==> config.mk <==
export PLATFORM = sky130hd
export DESIGN_NAME = tfpg_merge
export DESIGN_NICKNAME = d
export VERILOG_FILES = /design/src/design/tfpg_pkg.sv /design/src/design/tfpg_merge.sv
export SDC_FILE = /design/constraint.sdc
export NUM_CORES = 1
export LEC_CHECK = 0
export ABC_AREA = 0
export BUFFER_PORTS_ARGS = -buffer_cell sky130_fd_sc_hd__buf_2
export CAP_MARGIN = 40
export CORE_AREA = 4 4 53 64
export DETAILED_ROUTE_END_ITERATION = 12
export DIE_AREA = 0 0 57 68
export GPL_TIMING_DRIVEN = 0
export PLACE_DENSITY = 0.95
export SKIP_LAST_GASP = 1
export SLEW_MARGIN = 10
export SYNTH_ARGS = -nofsm -noshare
export SYNTH_HDL_FRONTEND = slang
export SYNTH_SLANG_ARGS = --single-unit
==> constraint.sdc <==
create_clock -name vclk -period 2.3
set_input_delay 0.69 -clock vclk [all_inputs]
set_output_delay 0.69 -clock vclk [all_outputs]
set_load 0.01 [all_outputs]
==> src/design/tfpg_pkg.sv <==
// ----------------------------------------------------------------------------
// tfpg_pkg
// Shared types and constants for the three-finger gripper controller.
// ----------------------------------------------------------------------------
`default_nettype none

package tfpg_pkg;

  localparam int FingerCount = 3;
  localparam int WindowTicks = 100;
  localparam int PhaseW      = $clog2(WindowTicks);
  localparam int GoalTol     = 20;
  localparam int PosW        = 13;
  localparam int ErrW        = PosW + 1;
  localparam int ElW         = 16;
  localparam int LaneW       = 16;
  localparam int CfgW        = LaneW * FingerCount;
  localparam int SumW        = 40;
  localparam int AccW        = 64;
  localparam int MulAW       = 17;
  localparam int MulBW       = 26;
  localparam int ProdW       = MulAW + MulBW;
  localparam int MagW        = 30;
  localparam int DivW        = MagW + 32;
  localparam int DivCntW     = $clog2(DivW);
  localparam int RemW        = ElW + 1;
  localparam int RndShift    = 24;

  localparam logic [CfgW-1:0] OpenVelReset = 48'h07D0_07D0_07D0;
  localparam logic [PosW-1:0] ThrReset     = 13'd1;

  typedef enum logic [2:0] {
    REG_PROP_GAINS,
    REG_INTEG_GAINS,
    REG_DERIV_GAINS,
    REG_OPEN_VEL,
    REG_GOAL_POS,
    REG_FINGER_MODE,
    REG_USE_GOAL,
    REG_STALL_THR
  } cfg_reg_e;

  typedef enum logic [3:0] {
    L_IDLE, L_ES, L_SUM, L_IL, L_IH, L_D, L_DVI, L_DIV, L_ACC, L_RND
  } lane_state_e;

  typedef enum logic [1:0] {
    T_IDLE, T_RUN, T_FIN
  } top_state_e;

  typedef struct packed {
    logic            req_type;
    logic [PosW-1:0] finger_one_pos;
    logic [PosW-1:0] finger_two_pos;
    logic [PosW-1:0] finger_three_pos;
    logic [ElW-1:0]  elapsed_ticks;
  } in_t;

  typedef struct packed {
    logic signed [LaneW-1:0] finger_one_vel;
    logic signed [LaneW-1:0] finger_two_vel;
    logic signed [LaneW-1:0] finger_three_vel;
    logic                    grab_done;
  } out_t;

  typedef struct packed {
    logic                    go;
    logic                    grab;
    logic signed [ErrW-1:0]  err;
    logic [ElW-1:0]          el;
    logic signed [LaneW-1:0] kp;
    logic signed [LaneW-1:0] ki;
    logic signed [LaneW-1:0] kd;
  } lane_cmd_t;

  typedef struct packed {
    logic                    busy;
    logic signed [LaneW-1:0] vel;
  } lane_stat_t;

endpackage

`default_nettype wire

==> src/design/tfpg_merge.sv <==
// ----------------------------------------------------------------------------
// tfpg_merge
// Combines the lane drives, fixed grab velocities and done flag into one
// result word.
// ----------------------------------------------------------------------------
`default_nettype none

module tfpg_merge import tfpg_pkg::*; (
  input  wire lane_stat_t        stat_i [FingerCount],
  input  wire [CfgW-1:0]         open_vel_i,
  input  wire [FingerCount-1:0]  mode_i,
  input  wire                    done_tick_i,
  input  wire                    done_flag_i,
  output out_t                   word_o
);

  logic signed [LaneW-1:0] vel [FingerCount];

  always_comb begin
    for (int i = 0; i < FingerCount; i++) begin
      if (done_tick_i) begin
        vel[i] = '0;
      end else if (mode_i[i]) begin
        vel[i] = open_vel_i[LaneW*i +: LaneW];
      end else begin
        vel[i] = stat_i[i].vel;
      end
    end
  end

  assign word_o.finger_one_vel   = vel[0];
  assign word_o.finger_two_vel   = vel[1];
  assign word_o.finger_three_vel = vel[2];
  assign word_o.grab_done        = done_tick_i | done_flag_i;

endmodule

`default_nettype wire

==> flow_summary.yaml <==
outcome:
  status: "complete, no violations"
route:
  dr_wl_met3_um: 410
  drt-initial-drc-count: 22
  drt_drc_violations_left: 0
  drtPass1Iterations: 2
  drtAntennaViolNets: 0
  top_layer: "met4"
  routedWlPerCell_um: 13.0
  drt-total-wl_um: 3750
  vias: 1320
  vias_per_cell: 4.58
  met2_length_um: 2110
  drt-met1-wl_um: 1180
worst_setup_path:
  critPathBufInv: 3
  cp_top_family: "buffers and inverters"
  crit_path_max_fanout: 10
  start_kind: "primary input"
  cp_cell_sequence: "buf_6 -> buf_12 -> mux2i_1 -> nor2_1 -> buf_2"
  max_stage_delay_ps: 210
  cpMaxStageDelayCell: "mux2i_1"
  cp-end-kind: "output pin"
  crit_arrival_ps: 1380
  crit_type: "primary input to output pin"
  crit_required_ps: 1610
global_routing:
  gr-usage-all-layers_pct: 16.8
  antenna_found_initial: 0
  grt_first_pass_wirelength_um: 5450
  grt_overflow: 0
  grt_max_degree: 11
  grt_pass1_vias: 1317
worst_hold_path:
  min_path_type: "primary input to output pin"
final_layout:
  num-clock-buffers: 0
  layout.nets: 360
  layout_commonest_cell: "buf_2"
  diodes: 0
  drive_gt1_share_pct: 61.0
  final_cell_area_sq_mm: 0.00156
  finalNonFillerCells: 288
  ff_latch_area_sq_um: 0
  final_cell_mix: "148 x buf_2, 48 x mux2i_1, 48 x nor2_1"
  seq_cell_count: 0
  finish.utilization_pct: 55.8
  area_growth_pct: 98.9
die:
  dieArea_sq_mm: 0.00388
  die_h_um: 68
  ios: 153
  core_sq_mm: 0.00279
  num_rows: 21
  dieWidth_um: 57
  start_util_pct: 28.1
sta:
  fin_ws_ps: 225
  fmax_mhz: 482
  tightest_slew_ps: 430
  rsz0062_at_grt: "no"
  finalHoldViolCount: 0
  relSlewSlack_pct: 71.4
  finalCritPeriodShare_pct: 90.2
  finalSetupViolCount: 0
  final.min_clock_period_ps: 2070
  hold_slack_ps: 1650
  setup_tns_ps: 0
  slew_viol_final: 0
flow_run:
  cap_violations: 0
power_and_ir_drop:
  p_leak_nw: 1.05
  p_int_mw: 0.161
  pwr-share-seq_pct: 0
  p_sw_share_pct: 46.0
  ir_worst_vdd_mv: 0.109
  switchingPower_mw: 0.138
  p_total_mw: 0.299
  cellPowerDensity_mw_per_mm2: 192
  pwr-share-clk_pct: 0
  combPwrFrac_pct: 100.0
placement:
  gp_congestion: 0.763
  portBuffers: 146
  pre_cts_slack_ps: 226
  dpl_cell_area_sq_mm: 0.00156
  dp_hpwl_um: 3460
  dp_cells: 288
yosys:
  syn-num-nets: 212
  ys_types: 7
  syn_area_per_cell_sq_um: 7.24
  syn_inst: 108
  synthesis.area_sq_um: 782
  ys_warn_count: 0
  synth.yosys.seq_area_share_pct: 0
clock_network:
  postCtsSetupRepairBufs: 0
  postCtsHoldBufs: 0
  ctsResizeCount: 0
==> Yosys cell counts <==
| cell | instances | area share, % |
|---|---|---|
| buf_12 | 3 | 7.7 |
| nor2_1 | 48 | 23 |
| buf_6 | 3 | 4.3 |
| buf_2 | 2 | 1.3 |
| mux2i_1 | 48 | 61 |
| or2_2 | 1 | 0.80 |
| clkbuf_1 | 3 | 1.4 |
==> cells by family (layout without fill, tap and decap cells) <==
| family | after synthesis | in the layout | synth area share, % |
|---|---|---|---|
| buffers and inverters | 11 | 157 | 14.7 |
| muxes | 48 | 48 | 61.4 |
| and+or+nand+nor | 49 | 49 | 23.8 |
==> power by group through the flow <==
stage	combinational, mW	sequential, mW	clock [mW]
2_1_floorplan	0.152	0	0
3_3_place_gp	0.293	0	0
3_5_place_dp	0.302	0	0
4_1_cts	0.303	0	0
5_1_grt	0.329	0	0
6_report	0.299	0	0
==> routing by layer <==
layer	up-vias	global-route usage (%)
met4	0	2.03
met2	89	36.1
li1	655	-
met3	6	4.53
met1	570	15.9
met5	-	0
==> worst paths after layout <==
path  slack, ps   startpoint   endpoint  depth (start not counted)
max         230    mode_i[2]  word_o[8]                          5
min        1650  done_flag_i  word_o[0]                          3
==> final cells by class <==
cell class         instances  area, sq um
fillers                  278         1230
multi-input cells         97          667
well taps                 34         42.5
plain buffers             11          115
repair buffers           146          731
Note: power is estimated with default switching activity, not from simulation.
