==> src/design/tfpg_pkg.sv <==
// ----------------------------------------------------------------------------
// tfpg_pkg
// Shared types and constants for the three-finger gripper controller.
// ----------------------------------------------------------------------------
`default_nettype none

package tfpg_pkg;

  localparam int FingerCount = 3;
  localparam int WindowTicks = 100;
  localparam int PhaseW      = $clog2(WindowTicks);
  localparam int GoalTol     = 20;
  localparam int PosW        = 13;
  localparam int ErrW        = PosW + 1;
  localparam int ElW         = 16;
  localparam int LaneW       = 16;
  localparam int CfgW        = LaneW * FingerCount;
  localparam int SumW        = 40;
  localparam int AccW        = 64;
  localparam int MulAW       = 17;
  localparam int MulBW       = 26;
  localparam int ProdW       = MulAW + MulBW;
  localparam int MagW        = 30;
  localparam int DivW        = MagW + 32;
  localparam int DivCntW     = $clog2(DivW);
  localparam int RemW        = ElW + 1;
  localparam int RndShift    = 24;

  localparam logic [CfgW-1:0] OpenVelReset = 48'h07D0_07D0_07D0;
  localparam logic [PosW-1:0] ThrReset     = 13'd1;

  typedef enum logic [2:0] {
    REG_PROP_GAINS,
    REG_INTEG_GAINS,
    REG_DERIV_GAINS,
    REG_OPEN_VEL,
    REG_GOAL_POS,
    REG_FINGER_MODE,
    REG_USE_GOAL,
    REG_STALL_THR
  } cfg_reg_e;

  typedef enum logic [3:0] {
    L_IDLE, L_ES, L_SUM, L_IL, L_IH, L_D, L_DVI, L_DIV, L_ACC, L_RND
  } lane_state_e;

  typedef enum logic [1:0] {
    T_IDLE, T_RUN, T_FIN
  } top_state_e;

  typedef struct packed {
    logic            req_type;
    logic [PosW-1:0] finger_one_pos;
    logic [PosW-1:0] finger_two_pos;
    logic [PosW-1:0] finger_three_pos;
    logic [ElW-1:0]  elapsed_ticks;
  } in_t;

  typedef struct packed {
    logic signed [LaneW-1:0] finger_one_vel;
    logic signed [LaneW-1:0] finger_two_vel;
    logic signed [LaneW-1:0] finger_three_vel;
    logic                    grab_done;
  } out_t;

  typedef struct packed {
    logic                    go;
    logic                    grab;
    logic signed [ErrW-1:0]  err;
    logic [ElW-1:0]          el;
    logic signed [LaneW-1:0] kp;
    logic signed [LaneW-1:0] ki;
    logic signed [LaneW-1:0] kd;
  } lane_cmd_t;

  typedef struct packed {
    logic                    busy;
    logic signed [LaneW-1:0] vel;
  } lane_stat_t;

endpackage

`default_nettype wire

==> src/design/tfpg_lane.sv <==
// ----------------------------------------------------------------------------
// tfpg_lane
// One finger's PID drive: shared multiplier, saturating integrator and a
// bit-serial divider for the derivative term.
// ----------------------------------------------------------------------------
`default_nettype none

module tfpg_lane import tfpg_pkg::*; (
  input  wire        clk_i,
  input  wire        rst_ni,
  input  wire lane_cmd_t cmd_i,
  output lane_stat_t stat_o
);

  lane_state_e state_q, state_d;

  logic signed [ErrW-1:0]  e_q, prev_q;
  logic [ElW-1:0]          el_q;
  logic signed [LaneW-1:0] kp_q, ki_q, kd_q, vel_q;
  logic                    grab_q, neg_q;
  logic signed [SumW-1:0]  sum_q, s_q;
  logic signed [ProdW-1:0] prod_q;
  logic signed [AccW-1:0]  acc_q;
  logic [RemW-1:0]         rem_q;
  logic [DivW-1:0]         dvd_q;
  logic [DivCntW-1:0]      cnt_q;

  logic signed [MulAW-1:0] mul_a;
  logic signed [MulBW-1:0] mul_b;
  logic signed [ProdW-1:0] prod;
  logic signed [ErrW:0]    diff;
  logic signed [SumW:0]    sum_ext;
  logic signed [SumW-1:0]  s_new;
  logic [ProdW-1:0]        mag;
  logic [RemW:0]           trial;
  logic                    qbit;
  logic signed [AccW-1:0]  rnd;
  logic signed [AccW-RndShift-1:0] rq;
  logic signed [LaneW-1:0] vel_sat;

  assign diff = (ErrW+1)'(e_q) - (ErrW+1)'(prev_q);

  always_comb begin
    mul_a = '0;
    mul_b = '0;
    unique case (state_q)
      L_ES: begin
        mul_a = MulAW'(e_q);
        mul_b = MulBW'(signed'({1'b0, el_q}));
      end
      L_SUM: begin
        mul_a = MulAW'(kp_q);
        mul_b = MulBW'(e_q);
      end
      L_IL: begin
        mul_a = MulAW'(ki_q);
        mul_b = MulBW'(signed'({1'b0, s_q[23:0]}));
      end
      L_IH: begin
        mul_a = MulAW'(ki_q);
        mul_b = MulBW'(signed'(s_q[SumW-1:24]));
      end
      L_D: begin
        mul_a = MulAW'(kd_q);
        mul_b = MulBW'(diff);
      end
      default: begin
        mul_a = '0;
        mul_b = '0;
      end
    endcase
  end

  assign prod = ProdW'(mul_a) * ProdW'(mul_b);

  // integrator with 40-bit saturation
  always_comb begin
    sum_ext = (SumW+1)'(sum_q) + (SumW+1)'(prod_q);
    if (sum_ext[SumW] != sum_ext[SumW-1]) begin
      s_new = sum_ext[SumW] ? {1'b1, {(SumW-1){1'b0}}} : {1'b0, {(SumW-1){1'b1}}};
    end else begin
      s_new = sum_ext[SumW-1:0];
    end
  end

  assign mag   = prod_q[ProdW-1] ? ProdW'(-prod_q) : ProdW'(prod_q);
  assign trial = {rem_q, dvd_q[DivW-1]};
  assign qbit  = (trial >= (RemW+1)'(el_q));

  // round half up by 2^24, then clamp to 16 bits
  always_comb begin
    rnd = acc_q + AccW'(64'sd1 <<< (RndShift - 1));
    rq  = rnd[AccW-1:RndShift];
    if (rq > (AccW-RndShift)'(32767)) begin
      vel_sat = 16'sh7FFF;
    end else if (rq < -(AccW-RndShift)'(32768)) begin
      vel_sat = -16'sh8000;
    end else begin
      vel_sat = rq[LaneW-1:0];
    end
  end

  always_comb begin
    state_d = state_q;
    unique case (state_q)
      L_IDLE: if (cmd_i.go) state_d = L_ES;
      L_ES:   state_d = L_SUM;
      L_SUM:  state_d = L_IL;
      L_IL:   state_d = L_IH;
      L_IH:   state_d = L_D;
      L_D:    state_d = L_DVI;
      L_DVI:  state_d = (el_q == '0) ? L_RND : L_DIV;
      L_DIV:  if (cnt_q == DivCntW'(DivW - 1)) state_d = L_ACC;
      L_ACC:  state_d = L_RND;
      L_RND:  state_d = L_IDLE;
      default: state_d = L_IDLE;
    endcase
  end

  always_ff @(posedge clk_i or negedge rst_ni) begin
    if (!rst_ni) begin
      state_q <= L_IDLE;
      sum_q   <= '0;
      prev_q  <= '0;
    end else begin
      state_q <= state_d;
      if (state_q == L_SUM && !grab_q) sum_q  <= s_new;
      if (state_q == L_D && !grab_q)   prev_q <= e_q;
    end
  end

  always_ff @(posedge clk_i) begin
    prod_q <= prod;
    unique case (state_q)
      L_IDLE: begin
        if (cmd_i.go) begin
          e_q    <= cmd_i.err;
          el_q   <= cmd_i.el;
          kp_q   <= cmd_i.kp;
          ki_q   <= cmd_i.ki;
          kd_q   <= cmd_i.kd;
          grab_q <= cmd_i.grab;
        end
      end
      L_SUM: s_q <= s_new;
      L_IL:  acc_q <= AccW'(prod_q) <<< 16;
      L_IH:  acc_q <= acc_q + AccW'(prod_q);
      L_D:   acc_q <= acc_q + (AccW'(prod_q) <<< 24);
      L_DVI: begin
        neg_q <= prod_q[ProdW-1];
        dvd_q <= {mag[MagW-1:0], 32'b0};
        rem_q <= '0;
        cnt_q <= '0;
      end
      L_DIV: begin
        rem_q <= qbit ? RemW'(trial - (RemW+1)'(el_q)) : trial[RemW-1:0];
        dvd_q <= {dvd_q[DivW-2:0], qbit};
        cnt_q <= cnt_q + DivCntW'(1);
      end
      L_ACC: begin
        acc_q <= neg_q ? acc_q - AccW'(dvd_q) : acc_q + AccW'(dvd_q);
      end
      L_RND: vel_q <= vel_sat;
      default: begin
      end
    endcase
  end

  assign stat_o.busy = (state_q != L_IDLE);
  assign stat_o.vel  = vel_q;

endmodule

`default_nettype wire

==> config.mk <==
export PLATFORM = sky130hd
export DESIGN_NAME = tfpg_lane
export DESIGN_NICKNAME = d
export VERILOG_FILES = /design/src/design/tfpg_pkg.sv /design/src/design/tfpg_lane.sv
export SDC_FILE = /design/constraint.sdc
export NUM_CORES = 2
export LEC_CHECK = 0
export ABC_AREA = 1
export BUFFER_PORTS_ARGS = -buffer_cell sky130_fd_sc_hd__clkbuf_2
export CAP_MARGIN = 20
export CORE_MARGIN = 2
export CORE_UTILIZATION = 65
export DETAILED_ROUTE_END_ITERATION = 8
export PLACE_DENSITY_LB_ADDON = 0.12
export SLEW_MARGIN = 30
export SYNTH_ARGS = -nofsm -noshare
export SYNTH_HDL_FRONTEND = slang
export SYNTH_SLANG_ARGS = --single-unit
==> constraint.sdc <==
create_clock -name clk_i -period 10.1 [get_ports clk_i]
set_input_delay 0.505 -clock clk_i [delete_from_list [all_inputs] [get_ports clk_i]]
set_output_delay 0.505 -clock clk_i [all_outputs]
set_load 0.03 [all_outputs]
==> out/qor.log <==
qor: outcome.outcome finished clean
qor: synthesis.synth_edf_count 285
qor: power_and_ir_drop.power_per_cell_area 67.2 nW/um^2
qor: sta.setup_viol 0
qor: clock_network.tritoncts_clock_tree done
qor: die.die_width 286 um
qor: sta.period_share 92.0%
qor: synthesis.post_synth_inst_count 7413
qor: global_routing.antenna_found_initial 12
qor: routing.final_antenna_net_count 0
qor: synthesis.netlist_area_before_placement 51600 um^2
qor: global_routing.grt_pass1_vias 52100
qor: routing.number_of_iterations_in_the_first_detailed_routing_pass 9
qor: critical_path.crit_fanout 21
qor: critical_path.critical_path_required 10.65 ns
qor: synthesis.ys_seq_area_share 21.1%
qor: power_and_ir_drop.total_power 3.68 mW
qor: sta.final.hold.worst_slack 0.0377 ns
qor: power_and_ir_drop.vdd_drop_max 0.199 mV
qor: layout.postLayoutCellArea 54900 um^2
qor: layout.final_layout_size_suffix_gt1_share 4.85%
qor: synthesis.synth_top_area_cell sky130_fd_sc_hd__fa_1
qor: layout.nNetsFinal 8338
qor: die.fp.dieH 286 um
qor: critical_path.top_cell_family_by_delay_on_the_critical_path adder cells
qor: critical_path.worst_path_largest_cell_delay 0.89 ns
qor: synthesis.synth.top_cell.area_share 16.6%
qor: power_and_ir_drop.power.leakage 27.7 nW
qor: die.floorplan.die_area 81700 um^2
qor: synthesis.synth_warnings 0
qor: critical_path.timing.critical_path.slowest_stage_cell sky130_fd_sc_hd__nand3b_1
qor: routing.drt-total-wl 203 mm
qor: clock_network.clock_tree.buffer_depth 3
qor: global_routing.grt_util_all_layers 49.2%
qor: sta.totalNegativeSetupSlack 0 ns
qor: critical_path.critical_path.n_buffers_inverters 7
qor: clock_network.cts.reportedPaths.clkPinSlew 0.07 ns
qor: synthesis.netlist-cell-type-count 59
qor: flow_run.drv_cap 0
qor: layout.final_core_utilization 69.6%
qor: sta.slew_violations 0
qor: clock_network.ctsHtreeMaxLevel 2
qor: critical_path.critical_path.endpoint_type flop
qor: global_routing.grt_first_pass_wirelength 303 mm
qor: clock_network.clk-insertion-delay-late 0.66 ns
qor: clock_network.clkSinkCount 386
qor: clock_network.cts.root.buffer_cell sky130_fd_sc_hd__clkbuf_16
qor: sta.timing_hold_violations_final 0
qor: die.std_cell_rows 103
qor: clock_network.cts-resized-gates 0
qor: global_routing.grt-ovfl-total 0
qor: synthesis.syn_nets 8264
qor: routing.via_per_inst 6.22
qor: synthesis.synth_top_cells_by_area sky130_fd_sc_hd__fa_1 (17%), sky130_fd_sc_hd__edfxtp_1 (17%), sky130_fd_sc_hd__nand2_1 (14%)
qor: sta.skew 0.0733 ns
qor: critical_path.path_class flop to flop
qor: clock_network.ctsHoldBuffers 0
qor: synthesis.synth.cells.most_frequent sky130_fd_sc_hd__nand2_1 (1904), sky130_fd_sc_hd__inv_1 (1313), sky130_fd_sc_hd__nor2_1 (908)
qor: synthesis.synth_seq_cells 386
qor: place.estimated_wirelength_of_the_detail_placed_design 164 mm
qor: die.initial_utilization 65.5%
qor: synthesis.syn-mean-instance-area 6.97 um^2
qor: die.ioPinCount 99
qor: synthesis.synthFlopType sky130_fd_sc_hd__edfxtp_1
qor: place.gp_congestion 1.18
qor: synthesis.synth.most_common_cell sky130_fd_sc_hd__nand2_1
qor: die.fp.coreArea 78900 um^2
qor: place.port_buffers 98
qor: sta.max_freq 108 MHz
qor: critical_path.cp.arrival 9.84 ns
qor: clock_network.tritoncts.num_buffers 45
qor: sta.min_period 9.29 ns
qor: sta.max-slew-margin-rel 24.4%
qor: global_routing.grt_max_degree 70
qor: place.dpl_cell_area 53300 um^2
qor: critical_path.cpMostUsedCell sky130_fd_sc_hd__nand2_1
qor: routing.vias_post_dr 53300
qor: sta.max_slew.worst_pin.slew 1.13 ns
qor: sta.grt_setup_unrepaired no
qor: min_path.timing.hold.worst.class primary input to flop
qor: routing.routed_length_per_placed_instance 23.7 um
qor: layout.area.growth.synth_to_final 6.24%
qor: critical_path.worst_setup_path_start_kind flop
qor: synthesis.proportion_of_synthesized_flip_flops_having_asynchronous_set_or_reset 15.0%
qor: routing.drt_drc_violations_left 0
qor: routing.first_iter_violations 6907
qor: clock_network.postCtsSetupRepairBufs 0
## flip-flops by register name (all words and copies together) (netlist names)
name     cells
acc_q       64
cnt_q        6
dvd_q       62
e_q         14
el_q        16
grab_q       1
kd_q        16
ki_q        16
kp_q        16
neg_q        1
prev_q      14
prod_q      43
rem_q       17
s_q         40
state_q      4
sum_q       40
vel_q       16
## where the power goes
part           total (mW)  switching, mW  internal [mW]
Sequential           1.74         0.0196           1.72
Combinational       0.203          0.135         0.0683
Clock                1.74          0.763          0.978
## logic make-up (layout without fill, tap and decap cells)
family	after synthesis	after routing	share of synthesized area, %
AO/OA/AOI/OAI	1069	1069	11.5
XOR/XNOR	203	203	3.44
adder cells (fa/ha/maj)	769	769	24.9
buffers and inverters	1464	1574	10.9
flip-flops	386	386	21.1
other	0	4	0
AND/OR/NAND/NOR	3522	3522	28.3
## worst register-to-register path, delay by kind of cell (launching register included)
family / cells / cell delay (ns)
compound gates: 4 / 0.93
xor+xnor: 1 / 0.13
fa+ha+maj: 9 / 3.93
buf+inv: 7 / 0.52
flops: 1 / 0.34
simple gates: 14 / 3.34
## routing by layer
| metal | GRT usage [%] | share of wire [%] |
|---|---|---|
| met5 | 0 | 0.034 |
| met4 | 42.5 | 11 |
| met3 | 13.4 | 13 |
| met2 | 76.7 | 43 |
| met1 | 56.2 | 33 |
## area by class of cell
type / instances / area [um^2]
clock inverter: 21 / 240
sequential: 386 / 10900
multi-input combinational: 5563 / 35200
clock buffer: 62 / 1310
fill: 6481 / 24000
inverter: 1341 / 5040
timing repair buffer: 150 / 878
antenna: 4 / 10.0
tap: 1050 / 1310
## path summary, 6_finish.rpt
kind,from,endpoint,slack [ns],depth (start not counted)
setup / recovery,e_q[0],prod_q[31],0.81,35
hold / removal,cmd_i[34],kp_q[2],0.04,1
setup reg to reg,e_q[0],prod_q[31],0.81,35
hold reg to reg,sum_q[37],sum_q[37],0.49,2
max in group asynchronous,rst_ni,sum_q[17],9.39,2
min in group asynchronous,rst_ni,prev_q[9],0.08,2
## cell usage in the layout (no fill, tap or decap), types with 51 or more instances in the layout
cell type                     n
sky130_fd_sc_hd__nand2_1   1903
sky130_fd_sc_hd__inv_1     1312
sky130_fd_sc_hd__nor2_1     903
sky130_fd_sc_hd__a21oi_1    483
sky130_fd_sc_hd__fa_1       428
sky130_fd_sc_hd__o21ai_0    395
sky130_fd_sc_hd__nand3_1    342
sky130_fd_sc_hd__ha_1       341
sky130_fd_sc_hd__edfxtp_1   285
sky130_fd_sc_hd__xor2_1     136
sky130_fd_sc_hd__nand4_1    119
sky130_fd_sc_hd__clkbuf_2    98
sky130_fd_sc_hd__nor3_1      76
sky130_fd_sc_hd__xnor2_1     67
sky130_fd_sc_hd__dfrtp_1     58
sky130_fd_sc_hd__buf_4       51
## through the flow
stage / instances / setup WS [ns]
detailed placement: 8490 / 1.12
CTS: 8573 / 1.06
finish: 8577 / 0.811
floorplan: 7413 / 2.81
global route: 8573 / 0.473
global placement: 8489 / 1.44
(Power assumes the default switching activity.)
